$ cat src/design/brute_force_string_match_macros.svh
// ----------------------------------------------------------------------------
// brute force string match assertion macros
// shared property forms, clocked on clk_i and disabled while rst_ni is low
// ----------------------------------------------------------------------------
`ifndef BRUTE_FORCE_STRING_MATCH_MACROS_SVH
`define BRUTE_FORCE_STRING_MATCH_MACROS_SVH

// condition holds at every edge out of reset
`define BFSM_ASSERT_ALWAYS(label, cond, msg) \
  label: assert property (@(posedge clk_i) disable iff (!rst_ni) (cond)) else $error(msg);

// consequent holds in the same cycle as the antecedent
`define BFSM_ASSERT_SAME(label, ante, cons, msg) \
  label: assert property (@(posedge clk_i) disable iff (!rst_ni) (ante) |-> (cons)) \
    else $error(msg);

// consequent holds in the cycle after the antecedent
`define BFSM_ASSERT_NEXT(label, ante, cons, msg) \
  label: assert property (@(posedge clk_i) disable iff (!rst_ni) (ante) |=> (cons)) \
    else $error(msg);

`endif

$ cat src/design/bfsm_pkg.sv
// ----------------------------------------------------------------------------
// bfsm_pkg
// types and constants shared by the string match controller and datapath
// ----------------------------------------------------------------------------
package bfsm_pkg;

  // result field widths
  localparam int unsigned POS_W = 8;
  localparam int unsigned CNT_W = 17;

  // comparison counter ceiling
  localparam logic [CNT_W-1:0] CMP_SAT = {CNT_W{1'b1}};

  // request codes carried in tuser
  typedef enum logic [1:0] {
    REQ_PATTERN = 2'd0,
    REQ_TEXT    = 2'd1,
    REQ_SEARCH  = 2'd2
  } req_e;

  // controller to datapath commands
  typedef struct packed {
    logic app_pat;  // write byte at end of pattern store
    logic app_txt;  // write byte at end of text store
    logic start;    // clear cursors and compare count
    logic step;     // one comparison on the registered read bytes
    logic finish;   // latch result, clear both lengths
  } cmd_t;

  // datapath to controller status
  typedef struct packed {
    logic stop;     // a cursor has reached the end of its string
  } sts_t;

endpackage

$ cat src/design/bfsm_ctrl.sv
// ----------------------------------------------------------------------------
// bfsm_ctrl
// request decode and search sequencing for the string matcher, plus the
// output word valid flag
// ----------------------------------------------------------------------------
`include "brute_force_string_match_macros.svh"

module bfsm_ctrl (
  input  logic          clk_i,
  input  logic          rst_ni,
  input  logic          in_valid_i,
  input  logic [1:0]    in_req_i,
  output logic          in_ready_o,
  output logic          out_valid_o,
  input  logic          out_ready_i,
  input  bfsm_pkg::sts_t sts_i,
  output bfsm_pkg::cmd_t cmd_o
);
  import bfsm_pkg::*;

  typedef enum logic [1:0] {
    S_IDLE,
    S_FETCH,
    S_CMP,
    S_DONE
  } state_e;

  state_e state_q, state_d;
  logic   out_valid_q, out_valid_d;
  logic   in_fire;
  req_e   req;

  assign req        = req_e'(in_req_i);
  assign in_ready_o = (state_q == S_IDLE);
  assign in_fire    = in_valid_i && in_ready_o;
  assign out_valid_o = out_valid_q;

  // next state and commands
  always_comb begin
    state_d     = state_q;
    out_valid_d = out_valid_q && !out_ready_i;
    cmd_o       = '0;
    case (state_q)
      S_IDLE: begin
        if (in_fire) begin
          case (req)
            REQ_PATTERN: cmd_o.app_pat = 1'b1;
            REQ_TEXT:    cmd_o.app_txt = 1'b1;
            REQ_SEARCH: begin
              cmd_o.start = 1'b1;
              state_d     = S_FETCH;
            end
            default: ;
          endcase
        end
      end
      // read bytes under the cursors, or end the walk
      S_FETCH: begin
        if (sts_i.stop) begin
          state_d = S_DONE;
        end else begin
          state_d = S_CMP;
        end
      end
      S_CMP: begin
        cmd_o.step = 1'b1;
        state_d    = S_FETCH;
      end
      // wait for the output register to be free
      S_DONE: begin
        if (!out_valid_q || out_ready_i) begin
          cmd_o.finish = 1'b1;
          out_valid_d  = 1'b1;
          state_d      = S_IDLE;
        end
      end
      default: state_d = S_IDLE;
    endcase
  end

  // state and output valid
  always_ff @(posedge clk_i or negedge rst_ni) begin
    if (!rst_ni) begin
      state_q     <= S_IDLE;
      out_valid_q <= 1'b0;
    end else begin
      state_q     <= state_d;
      out_valid_q <= out_valid_d;
    end
  end

  `BFSM_ASSERT_NEXT(a_search_blocks, in_fire && (req == REQ_SEARCH), !in_ready_o, "search did not stall input")
  `BFSM_ASSERT_SAME(a_no_overwrite, cmd_o.finish, !out_valid_q || out_ready_i, "result word overwritten")
  `BFSM_ASSERT_SAME(a_rise_after_done, $rose(out_valid_q), $past(state_q == S_DONE), "result word without search")

endmodule

$ cat src/design/bfsm_dp.sv
// ----------------------------------------------------------------------------
// bfsm_dp
// pattern and text stores, search cursors, comparison counter and result
// registers for the string matcher
// ----------------------------------------------------------------------------
`include "brute_force_string_match_macros.svh"

module bfsm_dp #(
  parameter int unsigned TEXT_MAX    = 256,
  parameter int unsigned PATTERN_MAX = 256
) (
  input  logic                       clk_i,
  input  logic                       rst_ni,
  input  bfsm_pkg::cmd_t             cmd_i,
  input  logic [7:0]                 char_i,
  output bfsm_pkg::sts_t             sts_o,
  output logic                       found_o,
  output logic [bfsm_pkg::POS_W-1:0] match_position_o,
  output logic [bfsm_pkg::CNT_W-1:0] compare_count_o
);
  import bfsm_pkg::*;

  localparam int unsigned TW  = $clog2(TEXT_MAX + 1);
  localparam int unsigned PW  = $clog2(PATTERN_MAX + 1);
  localparam int unsigned TAW = (TEXT_MAX > 1) ? $clog2(TEXT_MAX) : 1;
  localparam int unsigned PAW = (PATTERN_MAX > 1) ? $clog2(PATTERN_MAX) : 1;
  localparam int unsigned CW  = (TW > PW) ? TW : PW;

  logic [7:0] txt_mem [TEXT_MAX];
  logic [7:0] pat_mem [PATTERN_MAX];
  logic [7:0] txt_rd_q, pat_rd_q;

  logic [TW-1:0]    tlen_q, tlen_d, tc_q, tc_d;
  logic [PW-1:0]    plen_q, plen_d, pc_q, pc_d;
  logic [CNT_W-1:0] cmps_q, cmps_d;
  logic [CW-1:0]    tc_w, pc_w, back_w, start_w;
  logic [CW+7:0]    start_ext;
  logic             found;

  logic             found_q;
  logic [POS_W-1:0] pos_q;
  logic [CNT_W-1:0] cnt_q;

  // store writes and registered reads under the cursors
  always_ff @(posedge clk_i) begin
    if (cmd_i.app_txt && (tlen_q < TW'(TEXT_MAX))) begin
      txt_mem[tlen_q[TAW-1:0]] <= char_i;
    end
    txt_rd_q <= txt_mem[tc_q[TAW-1:0]];
  end

  always_ff @(posedge clk_i) begin
    if (cmd_i.app_pat && (plen_q < PW'(PATTERN_MAX))) begin
      pat_mem[plen_q[PAW-1:0]] <= char_i;
    end
    pat_rd_q <= pat_mem[pc_q[PAW-1:0]];
  end

  // cursor arithmetic in a common width
  assign tc_w      = CW'(tc_q);
  assign pc_w      = CW'(pc_q);
  assign back_w    = tc_w - pc_w + CW'(1);
  assign start_w   = tc_w - pc_w;
  assign start_ext = {8'b0, start_w};
  assign found     = (pc_q == plen_q);

  assign sts_o.stop = (tc_q >= tlen_q) || (pc_q >= plen_q);

  // lengths, cursors and compare count
  always_comb begin
    tlen_d = tlen_q;
    plen_d = plen_q;
    tc_d   = tc_q;
    pc_d   = pc_q;
    cmps_d = cmps_q;
    if (cmd_i.app_txt && (tlen_q < TW'(TEXT_MAX))) begin
      tlen_d = tlen_q + TW'(1);
    end
    if (cmd_i.app_pat && (plen_q < PW'(PATTERN_MAX))) begin
      plen_d = plen_q + PW'(1);
    end
    if (cmd_i.start) begin
      tc_d   = '0;
      pc_d   = '0;
      cmps_d = '0;
    end
    if (cmd_i.step) begin
      if (txt_rd_q == pat_rd_q) begin
        tc_d = tc_q + TW'(1);
        pc_d = pc_q + PW'(1);
      end else begin
        tc_d = back_w[TW-1:0];
        pc_d = '0;
      end
      if (cmps_q != CMP_SAT) begin
        cmps_d = cmps_q + CNT_W'(1);
      end
    end
    if (cmd_i.finish) begin
      tlen_d = '0;
      plen_d = '0;
    end
  end

  always_ff @(posedge clk_i or negedge rst_ni) begin
    if (!rst_ni) begin
      tlen_q <= '0;
      plen_q <= '0;
      tc_q   <= '0;
      pc_q   <= '0;
      cmps_q <= '0;
    end else begin
      tlen_q <= tlen_d;
      plen_q <= plen_d;
      tc_q   <= tc_d;
      pc_q   <= pc_d;
      cmps_q <= cmps_d;
    end
  end

  // result word
  always_ff @(posedge clk_i) begin
    if (cmd_i.finish) begin
      found_q <= found;
      pos_q   <= found ? start_ext[POS_W-1:0] : '0;
      cnt_q   <= cmps_q;
    end
  end

  assign found_o          = found_q;
  assign match_position_o = pos_q;
  assign compare_count_o  = cnt_q;

  `BFSM_ASSERT_ALWAYS(a_pc_le_tc, CW'(pc_q) <= CW'(tc_q), "pattern cursor passed text cursor")
  `BFSM_ASSERT_SAME(a_step_in_range, cmd_i.step, (tc_q < tlen_q) && (pc_q < plen_q), "compare past end")
  `BFSM_ASSERT_NEXT(a_finish_clears, cmd_i.finish, (tlen_q == '0) && (plen_q == '0), "lengths not cleared")

endmodule

$ cat src/design/brute_force_string_match.sv
// throughput: one append per cycle while no search is running; a search holds tready
//   low until its result word is latched, each comparison being a registered read of
//   both stores and then a compare step, and it also waits while the previous result
//   word still waits for m_axis_tready
// reset: both lengths clear, the stores keep undefined contents until written
// ----------------------------------------------------------------------------
// brute_force_string_match
// stream block that builds a pattern and a text from appended bytes and runs
// a brute-force search on request, returning one result word per search
// ----------------------------------------------------------------------------
module brute_force_string_match #(
  parameter int unsigned TEXT_MAX    = 256,
  parameter int unsigned PATTERN_MAX = 256
) (
  input  logic        clk_i,
  input  logic        rst_ni,
  input  logic        s_axis_tvalid_i,
  output logic        s_axis_tready_o,
  input  logic [7:0]  s_axis_tdata_i,   // [7:0] char_byte
  input  logic [1:0]  s_axis_tuser_i,   // [1:0] req_type
  output logic        m_axis_tvalid_o,
  input  logic        m_axis_tready_i,
  output logic [31:0] m_axis_tdata_o    // [0] found, [8:1] match_position,
                                        // [25:9] compare_count, [31:26] zero
);
  import bfsm_pkg::*;

  cmd_t             cmd;
  sts_t             sts;
  logic             found;
  logic [POS_W-1:0] match_position;
  logic [CNT_W-1:0] compare_count;

  // search sequencer
  bfsm_ctrl u_ctrl (
    .clk_i       (clk_i),
    .rst_ni      (rst_ni),
    .in_valid_i  (s_axis_tvalid_i),
    .in_req_i    (s_axis_tuser_i),
    .in_ready_o  (s_axis_tready_o),
    .out_valid_o (m_axis_tvalid_o),
    .out_ready_i (m_axis_tready_i),
    .sts_i       (sts),
    .cmd_o       (cmd)
  );

  // stores and matcher
  bfsm_dp #(
    .TEXT_MAX    (TEXT_MAX),
    .PATTERN_MAX (PATTERN_MAX)
  ) u_dp (
    .clk_i            (clk_i),
    .rst_ni           (rst_ni),
    .cmd_i            (cmd),
    .char_i           (s_axis_tdata_i),
    .sts_o            (sts),
    .found_o          (found),
    .match_position_o (match_position),
    .compare_count_o  (compare_count)
  );

  // result word packing
  assign m_axis_tdata_o = {6'b0, compare_count, match_position, found};

endmodule
$ cat config.mk
export PLATFORM = sky130hd
export DESIGN_NAME = brute_force_string_match
export DESIGN_NICKNAME = d
export VERILOG_FILES = /design/src/design/bfsm_pkg.sv /design/src/design/bfsm_ctrl.sv /design/src/design/bfsm_dp.sv /design/src/design/brute_force_string_match.sv
export VERILOG_INCLUDE_DIRS = /design/src /design/src/design
export SDC_FILE = /design/constraint.sdc
export NUM_CORES = 2
export LEC_CHECK = 0
export BUFFER_PORTS_ARGS = -buffer_cell sky130_fd_sc_hd__buf_2
export CORE_ASPECT_RATIO = 0.8
export CORE_UTILIZATION = 55
export DETAILED_ROUTE_END_ITERATION = 8
export GPL_TIMING_DRIVEN = 0
export HOLD_SLACK_MARGIN = 0.1
export PLACE_DENSITY_LB_ADDON = 0.08
export SYNTH_ARGS = -nofsm -noshare
export SYNTH_HDL_FRONTEND = slang
export SYNTH_SLANG_ARGS = --single-unit
export TNS_END_PERCENT = 50
$ cat constraint.sdc
create_clock -name clk_i -period 7.78 [get_ports clk_i]
set_input_delay 0.389 -clock clk_i [delete_from_list [all_inputs] [get_ports clk_i]]
set_output_delay 0.389 -clock clk_i [all_outputs]
set_load 0.005 [all_outputs]
==> Word level (Yosys, flattened, before mapping) <==
Memory sizes are Yosys's and may differ from the RTL's. A register that Yosys moved wholly into a read port is not among the register bits.
Index checks and enable logic that the tools add are counted.
{ "word_totals": {"out_inout_bits": 34, "mem_bits_rw": 4096, "inputBits": 14, "mem_count": 2, "reg_bits": 82, "elab_cells": 79} }
{ "op_classes": {"reduce_logical": 14, "muxes": 31, "magnitude_cmp": 4, "n_addsub": 7, "n_eq_ne": 11} }
{ "mem_list": {"columns": ["memory", "words", "width", "read_ports", "rd_clocked_by_memory_dff", "write_ports", "line_no", "source"], "rows": [
  ["u_dp.pat_mem", 256, 8, 1, 1, 1, "bfsm_dp.sv:30", "logic [7:0] pat_mem [PATTERN_MAX];"],
  ["u_dp.txt_mem", 256, 8, 1, 1, 1, "bfsm_dp.sv:29", "logic [7:0] txt_mem [TEXT_MAX];"]
]} }
{ "ops": {"columns": ["operator", "count"], "rows": [
  ["9-bit two-way mux", 9],
  ["17-bit two-way mux", 3],
  ["9-bit by 1-bit adder with 9-bit output (second input constant)", 5],
  ["9-bit greater-or-equal comparator", 2],
  ["9-bit less-than comparator (second input constant)", 2],
  ["17-bit by 1-bit adder with 17-bit output (second input constant)", 1],
  ["17-bit != test (second input constant)", 1],
  ["1-bit two-way mux", 13],
  ["9-bit equality test", 1],
  ["9-bit subtractor", 1],
  ["8-bit equality test", 1],
  ["2-bit one-hot mux with 4 select lines", 1],
  ["2-bit equality test (second input constant)", 3],
  ["2-bit two-way mux", 3],
  ["3-bit two-way mux", 2],
  ["2-bit nonzero test", 3],
  ["2-bit by 1-bit equality test with 1-bit output (second input constant)", 2],
  ["1-bit logical AND", 4],
  ["2-bit logical NOT", 2],
  ["2-bit != test (second input constant)", 2],
  ["3-bit AND reduction", 1],
  ["1-bit logical NOT", 2],
  ["1-bit logical OR", 2],
  ["2-bit by 1-bit != test with 1-bit output (second input constant)", 1]
]} }

==> Depth between registers and ports, before layout <==
{ "depth": {"depth_word": 7, "depth_mapped": 15, "mapped_depth_nobuf": 12} }

==> Hierarchy <==
A second synthesis with hierarchy kept.
{ "hier_totals": {"hier_cells": 7858, "hier_area_um2": 163521.8} }
{ "modules_own_cells": {"columns": ["mod", "seq_area_each_um2", "cells_each", "area_per_inst_um2", "instances"], "rows": [
  ["bfsm_dp", 125425.3, 7834, 163280.3, 1],
  ["bfsm_ctrl", 75.1, 16, 185.2, 1],
  ["brute_force_string_match", 0.0, 8, 56.3, 1]
]} }

==> Least setup slack after synthesis <==
OpenSTA, ideal clock, no wires.
{ "synth_timing": {"path_kind": "register to register", "start": "register u_dp.pc_q[1]", "end": "register u_dp.tc_q[8]", "n_path_buf": 4, "setup_ns": 0.118, "period_less_slack_ns": 3.702, "stages_incl_launch_ff": 15, "required_time_ns": 7.662, "t_arrival_ns": 3.584, "slack_ns": 4.078, "cell_sequence": "dfrtp_1 -> clkbuf_1 -> buf_2 -> buf_1 -> buf_2 -> inv_1 -> fa_1 -> a21oi_1 -> o2111ai_1 -> a21o_1 -> a21o_1 -> mux2_2 -> a31o_2 -> a31o_2 -> a21o_1"} }
{ "synth_between": {"elab_chain_cells": 4} }
{ "synth_lines": {"columns": ["item", "line_no", "source"], "rows": [
  ["from (decl)", "bfsm_dp.sv:34", "logic [PW-1:0] plen_q, plen_d, pc_q, pc_d;"],
  ["from (signal assigned)", "bfsm_dp.sv:116", "pc_q <= pc_d;"],
  ["9-bit subtractor", "bfsm_dp.sv:62", "assign back_w = tc_w - pc_w + CW'(1);"],
  ["9-bit by 1-bit adder with 9-bit output", "bfsm_dp.sv:62", null],
  ["9-bit two-way mux", "bfsm_dp.sv:88", "if (txt_rd_q == pat_rd_q) begin"],
  ["9-bit two-way mux", "bfsm_dp.sv:87", "if (cmd_i.step) begin"],
  ["to (signal assigned)", "bfsm_dp.sv:115", "tc_q <= tc_d;"],
  ["to (decl)", "bfsm_dp.sv:33", "logic [TW-1:0] tlen_q, tlen_d, tc_q, tc_d;"]
]} }
No other way between the ends.
A chain may end at the register's enable or synchronous reset.

==> Worst setup path after layout <==
Ends and elaborated chain as after synthesis.

==> flow_metrics.py <==
metrics = {
    "setup_path": {
        "reg2reg_depth": 14,
        "cp_num_cells": 14,
        "r2r_slack_ps": 1120,
        "required_ps": 8580,
        "path_class": "reg -> reg",
        "reg2reg_from": "u_dp.pc_q[1]",
        "worst-path-buf-inv": 5,
        "crit_start": "u_dp.pc_q[1]",
        "crit_top_cell": "buf_2",
        "crit_chain": "clkbuf_1 -> buf_2 -> buf_1 -> buf_2 -> inv_1 -> ha_1 -> or2_2 -> o21a_1 -> o311ai_0 -> mux2i_1 -> nor3_1 -> nand4_1 -> a31o_2 -> a21o_1",
        "cp_max_fo": 10,
        "worst_path_max_delay_cell": "clkbuf_1",
        "crit_arrival_ps": 7460,
        "cpPeakStageDelay_ps": 980,
        "critPathTopFamily": "buffers and inverters",
        "worstReg2RegEnd": "u_dp.tc_q[8]",
        "endpoint_kind": "flip-flop",
        "startpoint_type": "flip-flop",
    },
    "synth": {
        "synth.distinct_cells": 61,
        "yosysSeqAreaShare_pct": 77.1,
        "yosys_register_bits": 4194,
        "synthFlopType": "edfxtp_1",
        "syn_inst": 7089,
        "avgSynthCellArea_sq_um": 23.0,
        "async_flop_share_pct": 1.34,
        "synth_area_sq_um": 163000,
        "synth-edff-count": 4122,
        "yosys_warnings": 0,
    },
    "final_layout": {
        "layout_commonest_cell": "edfxtp_1",
        "fillerInstances": 19914,
        "layout.nets": 7653,
        "syn_to_final_growth_pct": 12.2,
        "final_cell_mix": "edfxtp_1, mux4_2, nor2_1",
        "layout.cells.non_filler": 11915,
        "drive_gt1_share_pct": 26.9,
    },
    "floorplanning": {
        "dieArea_sq_um": 298000,
        "die_h_um": 488,
        "die_width_um": 610,
        "rows": 178,
        "start_util_pct": 55.3,
        "placeableCoreArea_sq_um": 294000,
        "io_pins": 48,
    },
    "timing": {
        "finalSetupViolCount": 0,
        "maxSlewViolCount": 47,
        "fin_crit_ps": 6660,
        "max_slew_margin_pct": -6.50,
        "max_freq_ghz": 0.150,
        "hold_viol": 0,
        "fin_crit_sh_pct": 85.6,
        "worst_slew_pin_slew_ps": 1550,
        "hold_slack_ps": 441,
        "clock-skew-final_ps": 37.6,
        "rsz0062_at_grt": "no",
    },
    "run": {
        "drv_cap": 8,
    },
    "run_status": {
        "violations": "max-capacitance violations, max-slew violations",
        "status": "finished, violations left",
    },
    "clock_tree": {
        "cts_hold_buf": 17,
        "cts_root_buf": "clkbuf_16",
        "postCtsSetupBuffers": 0,
        "clock-sinks": 4194,
        "cts.reportedPaths.clkPinSlew_ps": 60,
        "worstSkewPairLatency_ps": 930,
        "cts_tree": "yes",
        "htreeDepth": 5,
        "cts_buffers": 404,
        "cts_buffer_depth": 4,
        "ctsResizeCount": 0,
    },
    "drt": {
        "firstDrtPassIters": 8,
        "drc": 0,
        "vias": 80224,
        "wl_um": 452000,
        "wl_per_cell_um": 37.9,
        "ant_nets": 0,
        "vias_per_cell": 6.73,
        "drt_iter0_markers": 12939,
    },
    "place": {
        "dpl.hpwl_um": 302000,
        "dp_cells": 11136,
        "gp_congestion": 0.941,
        "portBuffers": 41,
    },
    "power_and_ir_drop": {
        "power_frac_comb_pct": 19.3,
        "power.share.clock_pct": 35.6,
        "cellPowerDensity_nw_per_um2": 306,
        "leakage_nw": 55.6,
        "p_int_mw": 40.5,
        "switchingPower_mw": 15.3,
        "swShare_pct": 27.4,
        "vdd_drop_max_uv": 320,
        "pwr-share-seq_pct": 45.1,
    },
    "grt": {
        "grt_max_degree": 161,
        "grt_pass1_wl_um": 620000,
        "antenna_found_initial": 24,
        "grt_pass1_vias": 76996,
        "grt_usage_pct": 30.5,
        "grt-ovfl-total": 0,
    },
    "hold_path": {
        "min_path_cells": 4,
        "min-delay-start": "m_axis_tready_i",
        "hp-class": "in -> reg",
        "hold_path_end": "u_ctrl.out_valid_o",
    },
}
-- cells in the mapped netlist, types with 33 or more instances --
cell / n / area (sq um)
edfxtp_1: 4122 / 124000
mux4_2: 1273 / 28700
nor2_1: 571 / 2140
clkbuf_1: 230 / 863
nand2_1: 114 / 428
buf_2: 91 / 455
mux2i_1: 89 / 891
dfrtp_1: 56 / 1400
a22oi_1: 54 / 405
nand3_1: 50 / 250
buf_1: 45 / 169
ha_1: 39 / 488
o21ai_0: 33 / 165
-- layer usage --
layer	wire, um	share of wire (%)	vias up	track usage [%]
met5	12	0.0027	-	0
met4	13400	3.0	2	8.58
met3	60800	13	692	9.75
met2	191000	42	4977	41.5
met1	187000	41	43465	47.6
li1	-	-	31088	-
-- worst reg2reg max path, stage by stage (launching register included) --
cell and delay (ps):
dfrtp_1 590, clkbuf_1 990, buf_2 640, buf_1 720
buf_2 630, inv_1 290, ha_1 270, or2_2 310
o21a_1 170, o311ai_0 660, mux2i_1 300, nor3_1 370
nand4_1 180, a31o_2 260, a21o_1 180
-- how the worst max path moves through the flow --
stage                                       to  slack (ps)
after global routing              u_dp.tc_q[8]        1110
after detailed placement          u_dp.tc_q[8]        1360
after CTS                         u_dp.tc_q[8]        1320
after floorplan                   u_dp.tc_q[8]        4080
final                             u_dp.tc_q[8]        1120
after global placement    u_dp.pat_mem[248][3]       -1030
-- flip-flops by register name, indices dropped and copies added, names as in the netlist --
| register | flops |
|---|---|
| u_dp.pat_mem | 2048 |
| u_dp.txt_mem | 2048 |
| u_dp.cmps_q | 17 |
| u_dp.compare_count_o | 17 |
| u_dp.pc_q | 9 |
| u_dp.plen_q | 9 |
| u_dp.tc_q | 9 |
| u_dp.tlen_q | 9 |
| u_dp.match_position_o | 8 |
| u_dp.pat_rd_q | 8 |
| u_dp.txt_rd_q | 8 |
| u_ctrl.state_q | 2 |
| u_ctrl.out_valid_o | 1 |
| u_dp.found_o | 1 |
-- power by group through the flow --
stage	sequential, mW	clock [mW]	combinational (mW)
floorplan	25.6	0	5.83
CTS	25.2	20.0	10.6
global placement	25.8	0	10.4
finish	25.2	19.9	10.8
detailed placement	25.7	0	10.5
global route	25.2	20.8	11.0
-- kinds of logic (layout without fill, tap and decap cells) --
| logic type | after synthesis | after routing | share of synthesized area (%) |
|---|---|---|---|
| AO/OA/AOI/OAI | 192 | 192 | 0.866 |
| XOR/XNOR | 39 | 39 | 0.210 |
| flip-flops | 4194 | 4194 | 77.1 |
| buffers and inverters | 434 | 1264 | 1.19 |
| multiplexers | 1367 | 1367 | 18.2 |
| AND/OR/NAND/NOR | 822 | 822 | 2.09 |
| other | 1 | 37 | 0.00230 |
| adder cells (fa/ha/maj) | 40 | 40 | 0.312 |
-- cell type report --
| class | count | area (sq um) | share of cell area [%] |
|---|---|---|---|
| flip-flops and latches | 4194 | 126000 | 68.8 |
| multi-input cells | 2466 | 35300 | 19.4 |
| clock buffers | 500 | 10700 | 5.87 |
| well taps | 3960 | 4950 | 2.71 |
| clock inverters | 231 | 2480 | 1.36 |
| plain buffers | 399 | 1870 | 1.02 |
| repair buffers | 99 | 1460 | 0.802 |
| inverters | 35 | 131 | 0.0720 |
| diodes | 31 | 77.6 | 0.0425 |
-- per-stage QoR --
step	util (%)	worst slack [ps]	total power, mW	setup TNS, ps	area, sq um
after floorplan	-	4080	31.4	0	163000
after global placement	57.1	-1030	36.2	-2512950	168000
after detailed placement	57.5	1360	36.2	0	169000
after CTS	62.0	1320	55.8	0	182000
after global routing	62.0	1110	57.0	0	182000
final	62.0	1120	55.8	0	183000
Note: power is estimated with default switching activity, not from simulation.
